## src/sv/sudl_pkg.sv

```systemverilog
// Types, constants and codes shared by the sorted descending list cells and top level.
`default_nettype none
package sudl_pkg;

   localparam int CAPACITY = 16;
   localparam int VAL_W    = 32;
   localparam int ACT_W    = 3;
   localparam int POS_W    = 5;
   localparam int STAT_W   = 3;
   localparam int CNT_W    = $clog2(CAPACITY + 1);
   localparam int IDX_W    = (CAPACITY > 1) ? $clog2(CAPACITY) : 1;

   localparam logic [ACT_W-1:0] ACT_INSERT = 3'd0;
   localparam logic [ACT_W-1:0] ACT_REMOVE = 3'd1;
   localparam logic [ACT_W-1:0] ACT_READ   = 3'd2;
   localparam logic [ACT_W-1:0] ACT_LOOKUP = 3'd3;
   localparam logic [ACT_W-1:0] ACT_CLEAR  = 3'd4;

   localparam logic [STAT_W-1:0] ST_OK       = 3'd0;
   localparam logic [STAT_W-1:0] ST_DUP      = 3'd1;
   localparam logic [STAT_W-1:0] ST_FULL     = 3'd2;
   localparam logic [STAT_W-1:0] ST_BADPOS   = 3'd3;
   localparam logic [STAT_W-1:0] ST_NOTFOUND = 3'd4;

   localparam logic signed [VAL_W-1:0] VALUE_NONE = -32'sd1;

   typedef struct packed {
      logic                    ins_en;
      logic                    rem_en;
      logic signed [VAL_W-1:0] value;
      logic [CNT_W-1:0]        count;
      logic [CNT_W-1:0]        sel_idx;
   } cmd_type;

   typedef struct packed {
      logic lt;
      logic eq;
   } flags_type;

endpackage
`default_nettype wire

```

## src/sv/sudl_cell.sv

```systemverilog
// One storage cell of the sorted list chain, holding one entry and shifting with its neighbors.
`default_nettype none
module sudl_cell (
   input  logic                                      clock,
   input  sudl_pkg::cmd_type                         cmd,
   input  logic [sudl_pkg::IDX_W-1:0]                cell_index,
   input  logic                                      left_lt,
   input  logic signed [sudl_pkg::VAL_W-1:0]         left_value,
   input  logic signed [sudl_pkg::VAL_W-1:0]         right_value,
   output sudl_pkg::flags_type                       flags,
   output logic signed [sudl_pkg::VAL_W-1:0]         entry_value,
   output logic signed [sudl_pkg::VAL_W-1:0]         hit_value
);

   localparam int CW = sudl_pkg::CNT_W;

   logic signed [sudl_pkg::VAL_W-1:0] entry_ff;
   logic signed [sudl_pkg::VAL_W-1:0] entry_in;
   logic [CW-1:0]                     idx_ext;
   logic                              occupied;
   logic                              at_tail;

   assign idx_ext  = CW'(cell_index);
   assign occupied = idx_ext < cmd.count;
   assign at_tail  = idx_ext == cmd.count;

   assign flags.lt    = occupied && (entry_ff < cmd.value);
   assign flags.eq    = occupied && (entry_ff == cmd.value);
   assign entry_value = entry_ff;
   assign hit_value   = (idx_ext == cmd.sel_idx) ? entry_ff : '0;

   always_comb begin
      entry_in = entry_ff;
      priority if (cmd.ins_en) begin
         if (left_lt) begin
            entry_in = left_value;
         end else if (flags.lt || at_tail) begin
            entry_in = cmd.value;
         end
      end else if (cmd.rem_en && (idx_ext >= cmd.sel_idx)) begin
         entry_in = right_value;
      end else begin
         entry_in = entry_ff;
      end
   end

   always_ff @(posedge clock) begin
      entry_ff <= entry_in;
   end

endmodule
`default_nettype wire

```

## src/sv/sorted_unique_descending_list_top.sv

```systemverilog
// Top level of the sorted descending list of distinct values, built as a chain of cells.
//
//   Channel   Direction   Fields                                  Handshake
//   req       in          action, item_value, position            req_valid / req_stall
//   rsp       out         status, result_value, entry_count       rsp_valid / rsp_stall
//
// Every word is decided in the cycle it is accepted and its result is registered.
// One word per cycle is accepted while req_stall is low; the cell compare and the one-place shift set this.
// A result is registered in the cycle after its word is accepted and holds while rsp_stall is high.
// A stalled result stalls the input side only while the output register is occupied.
// Reset empties the list at once and stalls the input side; no clearing pass is needed.
`default_nettype none
module sorted_unique_descending_list_top (
   input  logic                                    clock,
   input  logic                                    reset,
   input  logic                                    req_valid,
   output logic                                    req_stall,
   input  logic [sudl_pkg::ACT_W-1:0]              req_action,
   input  logic signed [sudl_pkg::VAL_W-1:0]       req_item_value,
   input  logic [sudl_pkg::POS_W-1:0]              req_position,
   output logic                                    rsp_valid,
   input  logic                                    rsp_stall,
   output logic [sudl_pkg::STAT_W-1:0]             rsp_status,
   output logic signed [sudl_pkg::VAL_W-1:0]       rsp_result_value,
   output logic [sudl_pkg::POS_W-1:0]              rsp_entry_count
);

   localparam int CAP = sudl_pkg::CAPACITY;
   localparam int CW  = sudl_pkg::CNT_W;
   localparam int VW  = sudl_pkg::VAL_W;
   localparam int PW  = sudl_pkg::POS_W;
   localparam int IW  = sudl_pkg::IDX_W;

   logic [CW-1:0]                    count_ff;
   logic [CW-1:0]                    count_in;
   logic                             rsp_valid_ff;
   logic                             rsp_valid_in;
   logic [sudl_pkg::STAT_W-1:0]      status_ff;
   logic [sudl_pkg::STAT_W-1:0]      status_in;
   logic signed [VW-1:0]             result_ff;
   logic signed [VW-1:0]             result_in;

   sudl_pkg::cmd_type                cmd;
   sudl_pkg::flags_type              flags [CAP];
   logic signed [VW-1:0]             cell_value [CAP];
   logic signed [VW-1:0]             cell_hit [CAP];

   logic                             accept;
   logic [CW-1:0]                    pos_ext;
   logic                             pos_ok;
   logic                             found;
   logic                             full;
   logic signed [VW-1:0]             hit_value;
   logic                             is_insert;
   logic                             is_remove;

   assign req_stall = reset || (rsp_valid_ff && rsp_stall);
   assign accept    = req_valid && !req_stall;

   assign pos_ext   = CW'(req_position);
   assign pos_ok    = (pos_ext != '0) && (pos_ext <= count_ff);
   assign full      = count_ff == CW'(CAP);
   assign is_insert = req_action == sudl_pkg::ACT_INSERT;
   assign is_remove = req_action == sudl_pkg::ACT_REMOVE;

   always_comb begin
      found     = 1'b0;
      hit_value = '0;
      for (int i = 0; i < CAP; i++) begin
         found     = found | flags[i].eq;
         hit_value = hit_value | cell_hit[i];
      end
   end

   assign cmd.value   = req_item_value;
   assign cmd.count   = count_ff;
   assign cmd.sel_idx = pos_ext - CW'(1);
   assign cmd.ins_en  = accept && is_insert && !found && !full;
   assign cmd.rem_en  = accept && is_remove && pos_ok;

   for (genvar g = 0; g < CAP; g++) begin : g_cell
      sudl_cell u_cell (
         .clock       (clock),
         .cmd         (cmd),
         .cell_index  (IW'(g)),
         .left_lt     ((g == 0) ? 1'b0 : flags[(g == 0) ? 0 : g - 1].lt),
         .left_value  (cell_value[(g == 0) ? 0 : g - 1]),
         .right_value (cell_value[(g == CAP - 1) ? g : g + 1]),
         .flags       (flags[g]),
         .entry_value (cell_value[g]),
         .hit_value   (cell_hit[g])
      );
   end

   always_comb begin
      count_in  = count_ff;
      status_in = sudl_pkg::ST_OK;
      result_in = '0;
      unique case (req_action)
         sudl_pkg::ACT_INSERT: begin
            if (found) begin
               status_in = sudl_pkg::ST_DUP;
            end else if (full) begin
               status_in = sudl_pkg::ST_FULL;
            end else begin
               count_in = count_ff + CW'(1);
            end
         end
         sudl_pkg::ACT_REMOVE: begin
            if (pos_ok) begin
               result_in = hit_value;
               count_in  = count_ff - CW'(1);
            end else begin
               status_in = sudl_pkg::ST_BADPOS;
               result_in = sudl_pkg::VALUE_NONE;
            end
         end
         sudl_pkg::ACT_READ: begin
            if (pos_ok) begin
               result_in = hit_value;
            end else begin
               status_in = sudl_pkg::ST_BADPOS;
               result_in = sudl_pkg::VALUE_NONE;
            end
         end
         sudl_pkg::ACT_LOOKUP: begin
            if (found) begin
               result_in = req_item_value;
            end else begin
               status_in = sudl_pkg::ST_NOTFOUND;
               result_in = sudl_pkg::VALUE_NONE;
            end
         end
         sudl_pkg::ACT_CLEAR: begin
            count_in = '0;
         end
         default: begin
            count_in = count_ff;
         end
      endcase
   end

   assign rsp_valid_in = accept ? 1'b1 : (rsp_valid_ff && rsp_stall);

   always_ff @(posedge clock) begin
      if (reset) begin
         count_ff     <= '0;
         rsp_valid_ff <= 1'b0;
      end else begin
         rsp_valid_ff <= rsp_valid_in;
         if (accept) begin
            count_ff <= count_in;
         end
      end
   end

   always_ff @(posedge clock) begin
      if (accept) begin
         status_ff <= status_in;
         result_ff <= result_in;
      end
   end

   assign rsp_valid        = rsp_valid_ff;
   assign rsp_status       = status_ff;
   assign rsp_result_value = result_ff;
   assign rsp_entry_count  = PW'(count_ff);

   a_count_bound: assert property (@(posedge clock) disable iff (reset)
      count_ff <= CW'(CAP))
      else $error("Entry count exceeds capacity.");

   a_count_matches: assert property (@(posedge clock) disable iff (reset)
      rsp_valid_ff |-> (rsp_entry_count == PW'(count_ff)))
      else $error("Reported entry count differs from the stored count.");

   a_insert_grows: assert property (@(posedge clock) disable iff (reset)
      cmd.ins_en |=> (count_ff == $past(count_ff) + CW'(1)))
      else $error("Insert did not add one entry.");

   a_remove_shrinks: assert property (@(posedge clock) disable iff (reset)
      cmd.rem_en |=> (count_ff == $past(count_ff) - CW'(1)))
      else $error("Remove did not take out one entry.");

   a_no_dup_insert: assert property (@(posedge clock) disable iff (reset)
      cmd.ins_en |-> (!found && !full))
      else $error("Insert enabled for a present value or a full list.");

endmodule
`default_nettype wire
```

## config.mk

```make
export PLATFORM = sky130hd
export DESIGN_NAME = sorted_unique_descending_list_top
export DESIGN_NICKNAME = d
export VERILOG_FILES = /design/src/sv/sudl_pkg.sv /design/src/sv/sudl_cell.sv /design/src/sv/sorted_unique_descending_list_top.sv
export SDC_FILE = /design/constraint.sdc
export NUM_CORES = 2
export LEC_CHECK = 0
export BUFFER_PORTS_ARGS = -buffer_cell sky130_fd_sc_hd__buf_2
export CORE_ASPECT_RATIO = 0.6
export CORE_MARGIN = 5
export CORE_UTILIZATION = 40
export CTS_BUF_LIST = sky130_fd_sc_hd__clkbuf_4 sky130_fd_sc_hd__clkbuf_8
export DETAILED_ROUTE_END_ITERATION = 6
export MAX_ROUTING_LAYER = met4
export PLACE_DENSITY = 0.62
export RECOVER_POWER = 25
export SYNTH_ARGS = -nofsm -noshare
export SYNTH_HDL_FRONTEND = slang
export SYNTH_SLANG_ARGS = --single-unit
```

## constraint.sdc

```tcl
create_clock -name clock -period 6.65 [get_ports clock]
set_clock_uncertainty 0.15 [all_clocks]
set_input_delay 0 -clock clock [delete_from_list [all_inputs] [get_ports clock]]
set_output_delay 0 -clock clock [all_outputs]
set_load 0.03 [all_outputs]
```

Word-level counts from Yosys, hierarchy flattened --
Cells that the tools add are included.
Storage, ports and cells: register bits 553, bits of input ports 44, output and inout port bits 42, logic and storage cells 374
Operators by class: $add $sub $neg 3, order comparisons 48, equal/unequal tests 69, mux-type cells 90, bitwise operators 30, reductions and logical operators 114
Operators with widths (count):
- $mux W32 | 79
- $eq A32 B32 Y1 | 16
- $lt A32 B32 Y1 | 16
- $or A32 B32 Y32 | 15
- $eq A4 B5 Y1 const A | 16
- $pmux W32 S2 | 1
- $logic_and A1 B1 Y1 | 55
- $ne A3 B1 Y1 const B | 14
- $eq A3 B5 Y1 const A | 8
- $lt A4 B5 Y1 const A | 8
- $ge A4 B5 Y1 const A | 7
- $reduce_and A2 Y1 | 16
- $reduce_bool A2 Y1 | 16
- $eq A2 B5 Y1 const A | 4
- $ge A3 B5 Y1 const A | 4
- $lt A3 B5 Y1 const A | 4
- $logic_or A1 B1 Y1 | 17
- $mux W5 | 3
- $or A1 B1 Y1 | 15
- $pmux W5 S3 | 1
- $eq A1 B5 Y1 const A | 2
- $ge A1 B5 Y1 const A | 2
- $ge A2 B5 Y1 const A | 2
- $logic_not A5 Y1 | 2
- other kinds (21) | 31

Longest topological paths before layout --
depth in word-level cells 22, mapped depth 14, depth with buffers taken out 10

Hierarchy --
From an unflattened synthesis, not the netlist that was laid out.
Unflattened totals: cells, all modules 5591, area total of the unflattened synthesis 49692.7 um^2
By module, submodules not included:
- sudl_cell at g_cell[0].u_cell ... | times used 12, cells each 323, area each 2892.8 um^2, seq. area each 960.9 um^2
- sudl_cell at g_cell[7].u_cell ... | times used 3, cells each 329, area each 2912.8 um^2, seq. area each 960.9 um^2
- sorted_unique_descending_list_top | times used 1, cells each 405, area each 3349.5 um^2, seq. area each 1171.1 um^2
- sudl_cell at g_cell[6].u_cell | times used 1, cells each 323, area each 2891.5 um^2, seq. area each 960.9 um^2

Least setup slack after synthesis --
No wires, ideal clock.
kind reg2reg, from reg g_cell[0].u_cell.entry_ff, in the netlist g_cell[0].u_cell.entry_value[27], to reg g_cell[1].u_cell.entry_ff, in the netlist g_cell[1].u_cell.entry_value[0], enable pin, library setup time 466 ps, arrival 4637 ps, required time 6034 ps, setup slack 1397 ps, stages on the path, launching flop included 10, buffers on the path 1, clock period less this slack 5253 ps, cell sequence edfxtp_1 -> ha_1 -> nand4_1 -> nor4_1 -> o22ai_1 -> a21oi_1 -> mux2i_1 -> buf_2 -> a211oi_1 -> o21ai_0
Between the ends: cells in the longest elaborated chain, start to end 22, elaborated cells on any way between the ends 25, those cells by class order compare: 1; eq/ne: 2; bitwise: 15; reduce/logical: 7
RTL lines:
- start: declaration | RTL line sudl_cell.sv:17 | logic signed [sudl_pkg::VAL_W-1:0] entry_ff;
- start signal: assignment | RTL line sudl_cell.sv:48 | entry_ff <= entry_in;
- $eq A32 B32 Y1 | RTL line sudl_cell.sv:28 | assign flags.eq = occupied && (entry_ff == cmd.value);
- $logic_and A1 B1 Y1 | RTL line sudl_cell.sv:28
- $or A1 B1 Y1 (15 in series) | RTL line sorted_unique_descending_list_top.sv:70 | found = found | flags[i].eq;
- $logic_not A1 Y1 | RTL line sorted_unique_descending_list_top.sv:78 | assign cmd.ins_en = accept && is_insert && !found && !full;
- $logic_and A1 B1 Y1 (2 in series) | RTL line sorted_unique_descending_list_top.sv:78
- $ne A3 B1 Y1 (no line) / $reduce_bool A2 Y1 (equally long branches)
- $reduce_and A2 Y1 (no line) (*)
- end signal: assignment | RTL line sudl_cell.sv:48
- end: declaration | RTL line sudl_cell.sv:17
Mark *: on every way between the ends. The rest lies on a longest branch, timed or not. A chain may end at the register's enable or synchronous reset.

Worst setup path in the final report --
from in req_item_value[29] in the netlist's numbering, to reg g_cell[15].u_cell.entry_ff, in the netlist g_cell[15].u_cell.entry_value[25], data pin
Between the ends: cells in the longest elaborated chain, start to end 3
RTL lines:
- start: declaration | RTL line sorted_unique_descending_list_top.sv:19 | input logic signed [sudl_pkg::VAL_W-1:0] req_item_value,
- $lt A32 B32 Y1 | RTL line sudl_cell.sv:27 | assign flags.lt = occupied && (entry_ff < cmd.value);
- $logic_and A1 B1 Y1 | RTL line sudl_cell.sv:27
- $mux W32 | RTL line sudl_cell.sv:35 | if (left_lt) begin
- end signal: assignment | RTL line sudl_cell.sv:48
- end: declaration | RTL line sudl_cell.sv:17
Every way passes these cells.

==> results.md <==
- Synth Warn #: 0
- Vias in the first global route: 35769
- DRT Wirelength: 208000 µm
- Clock-pin slew on the worst setup and hold paths: 70 ps
- Largest net degree at the start of global routing: 227
- Count of buffers from port buffering: 85
- Final GP Congestion: 1.069
- RSZ-0062 raised after global routing: no
- Synth Instances: 4392
- Post-synth top cells: 582 x nand2_1, 547 x edfxtp_1, 526 x ha_1
- Slew margin rel.: -77.96%
- Register area: 0.01655 mm²
- CP Capture Type: flop
- Die area: 0.1142 mm²
- Synth cell types: 85
- Hold/Removal Path Class: input pin to flop
- Vias: 40007
- Syn avg cell area: 9.773 µm²
- CP max FO: 33
- FF+latch count, synth: 553
- Number of I/O pins: 86
- Synth Flop Type: edfxtp_1
- Number of clock sinks: 553
- All-Layer GR Usage: 36.20%
- Via/cell ratio: 6.748
- Max-Cap Viols: 3
- Outcome: complete, but fails checks
- Area of the multi-input gates: 0.02497 mm²
- Simple-Gate Fraction of Synth Area: 12.84%
- Leak: 18.36 nW
- Leading area contributor after synthesis: edfxtp_1
- Starting density of the core: 40.14%
- Tmin final: 6033 ps
- Fillers: 10213
- Pre-Repair DR Iteration Count: 6
- Mapped Area: 0.04292 mm²
- Max Root-Sink Buffers: 3
- H-tree Lvls: 3
- Starting DRT DRC Count: 7714
- Final-stage net count: 5003
- Setup Total Neg Slack: 0 ps
- CTS Root Cell: clkbuf_8
- F_max: 0.1658 GHz
- Mapped Nets: 4962
- Routed length per instance: 35.08 µm
- Fin area: 0.04704 mm²
- Slew @ Worst Pin: 2669 ps
- # DRC: 0
- XOR/XNOR Fraction of Synth Area: 0.1428%
- Post-Synth Adder-Cell Area: 15.33%
- Post-synthesis async set-or-reset flop share: 0%
- Final Cycle Share: 90.72%
- Die H: 263.7 µm
- Initial antenna violation count: 13
- Number of flops mapped to enable cells by yosys: 547
- Final hold violation count: 0
- Critical path class: input pin to flop
- Post-DP Area: 0.04486 mm²
- Failing checks: max-capacitance violations, max-slew violations
- Mux contribution to synthesized area: 10.14%
- CP arrival: 6400 ps
- Startpoint class of the critical path: input pin
- GRT overflow: 0
- Row Count: 93
- Hpwl dp: 145600 µm
- TritonCTS clock tree: done
- Chip width: 432.9 µm
- Reg2reg setup slack: 730 ps
- Most instantiated library cell after synthesis: nand2_1
- Final setup viols: 0
- Share of cells above drive strength 1: 7.521%
- Register area share after synthesis: 38.55%
- Worst-Skew Late Latency: 860 ps
- Core Box Area: 0.1069 mm²
- P&R area growth vs syn: 9.596%
- Synth Area in Compound Gates: 18.99%
- Ranking of synthesized cells by area: edfxtp_1 38%, ha_1 15%, mux2i_1 9.1%
- Slew Viols, Final: 93
- CP required: 7020 ps
- Peak VDD IR: 0.1299 mV
- Area share of the largest cell type after synthesis: 38.27%
- TritonCTS Buffers: 94
- Pwr Density: 181.8 mW/mm²
- Post-route ant nets: 0
- Global-route wire length before repair: 286400 µm
- Main combinational cell family by area after synthesis: compound AO/OA/AOI/OAI gates
-- power breakdown --
| group | internal, mW | total, mW | switching [mW] |
|---|---|---|---|
| clock | 1.64 | 3.31 | 1.67 |
| sequential | 3.83 | 3.87 | 0.0362 |
| combinational | 0.432 | 1.38 | 0.948 |
| total | 5.90 | 8.55 | 2.66 |
-- path summary, 6_finish.rpt --
check                                    from                                end  depth (start not counted)
max                        req_item_value[29]  g_cell[15].u_cell.entry_value[25]                         12
min                           req_position[3]   g_cell[13].u_cell.entry_value[7]                          4
max reg2reg                rsp_entry_count[2]    g_cell[7].u_cell.entry_value[0]                         10
min reg2reg  g_cell[4].u_cell.entry_value[27]   g_cell[3].u_cell.entry_value[27]                          2
-- per-stage QoR --
| stage | power (mW) | setup slack (ps) | hold slack [ps] | utilization (%) | instances |
|---|---|---|---|---|---|
| floorplan | 4.724 | 1397 | -80.93 | - | 4392 |
| CTS | 8.481 | 1508 | 6.134 | 44.11 | 5919 |
| global route | 8.767 | 505.4 | 118.9 | 43.99 | 5926 |
| finish | 8.555 | 617.0 | 88.07 | 43.99 | 5929 |
| global placement | 5.217 | 1232 | 74.92 | 41.95 | 5711 |
| detailed placement | 5.232 | 1282 | 94.15 | 41.95 | 5711 |
-- cell usage in the layout, fill, tap and decap left out, types with 33 or more instances in the layout --
cell and instances:
o21ai_1 309, buf_4 72, nand4_1 146, o21ai_0 141
a221oi_1 78, mux2i_1 387, nand2_1 580, clkbuf_8 95
ha_1 526, nor3_1 38, dlygate4sd3_1 51, a21o_1 38
a22o_1 66, a31oi_1 36, buf_2 42, inv_1 72
nand3_1 65, nor2_1 233, a22oi_1 81, edfxtp_1 547
o2bb2ai_1 33, clkbuf_1 47, a21oi_1 363
-- state kept, by name (all words and copies together) (netlist names) --
name,flops
rsp_status,3
rsp_result_value,32
g_cell.u_cell.entry_value,512
rsp_entry_count,5
rsp_valid,1
-- worst max-delay path, cell delays in order --
cell	delay [ps]
dlygate4sd3_1	710
buf_2	430
inv_1	520
ha_1	490
nand3_1	120
nor4_1	1020
nand2_1	170
a2111oi_0	680
o31ai_1	190
nand3b_1	300
clkbuf_2	1320
mux2_1	410
-- area by class of cell --
type	instances	area share (%)
Antenna cell	10	0.05319
Clock buffer	116	3.114
Clock inverter	41	0.7075
Inverter	74	0.5904
Multi-Input combinational cell	3483	53.07
Sequential cell	553	35.17
Tap cell	1425	3.790
Timing Repair Buffer	227	3.503
-- kinds of logic after synthesis --
group                      count (synthesis)
DFF                                      553
muxes                                    429
adders and majority gates                526
xor gates and xnor gates                   7
AOI/OAI and AO/OA                       1312
buffers and inverters                    356
and+or+nand+nor                         1209
-- per-layer routing --
layer | wire (µm) | GRT usage, % | share of wire [%]
met1 | 88960 | 53.08 | 43
met2 | 73690 | 42.65 | 35
met3 | 38110 | 17.08 | 18
met4 | 7211 | 10.53 | 3.5
met5 | 0 | - | 0
-- what timing repair did --
action / 4_1_cts / 5_1_grt
setup buffers: 0 / 0
hold buffers: 51 / 0
resized for setup: 0 / 0
hold endpoints to repair: 531 / 0
Note: power is estimated with default switching activity, not from simulation.
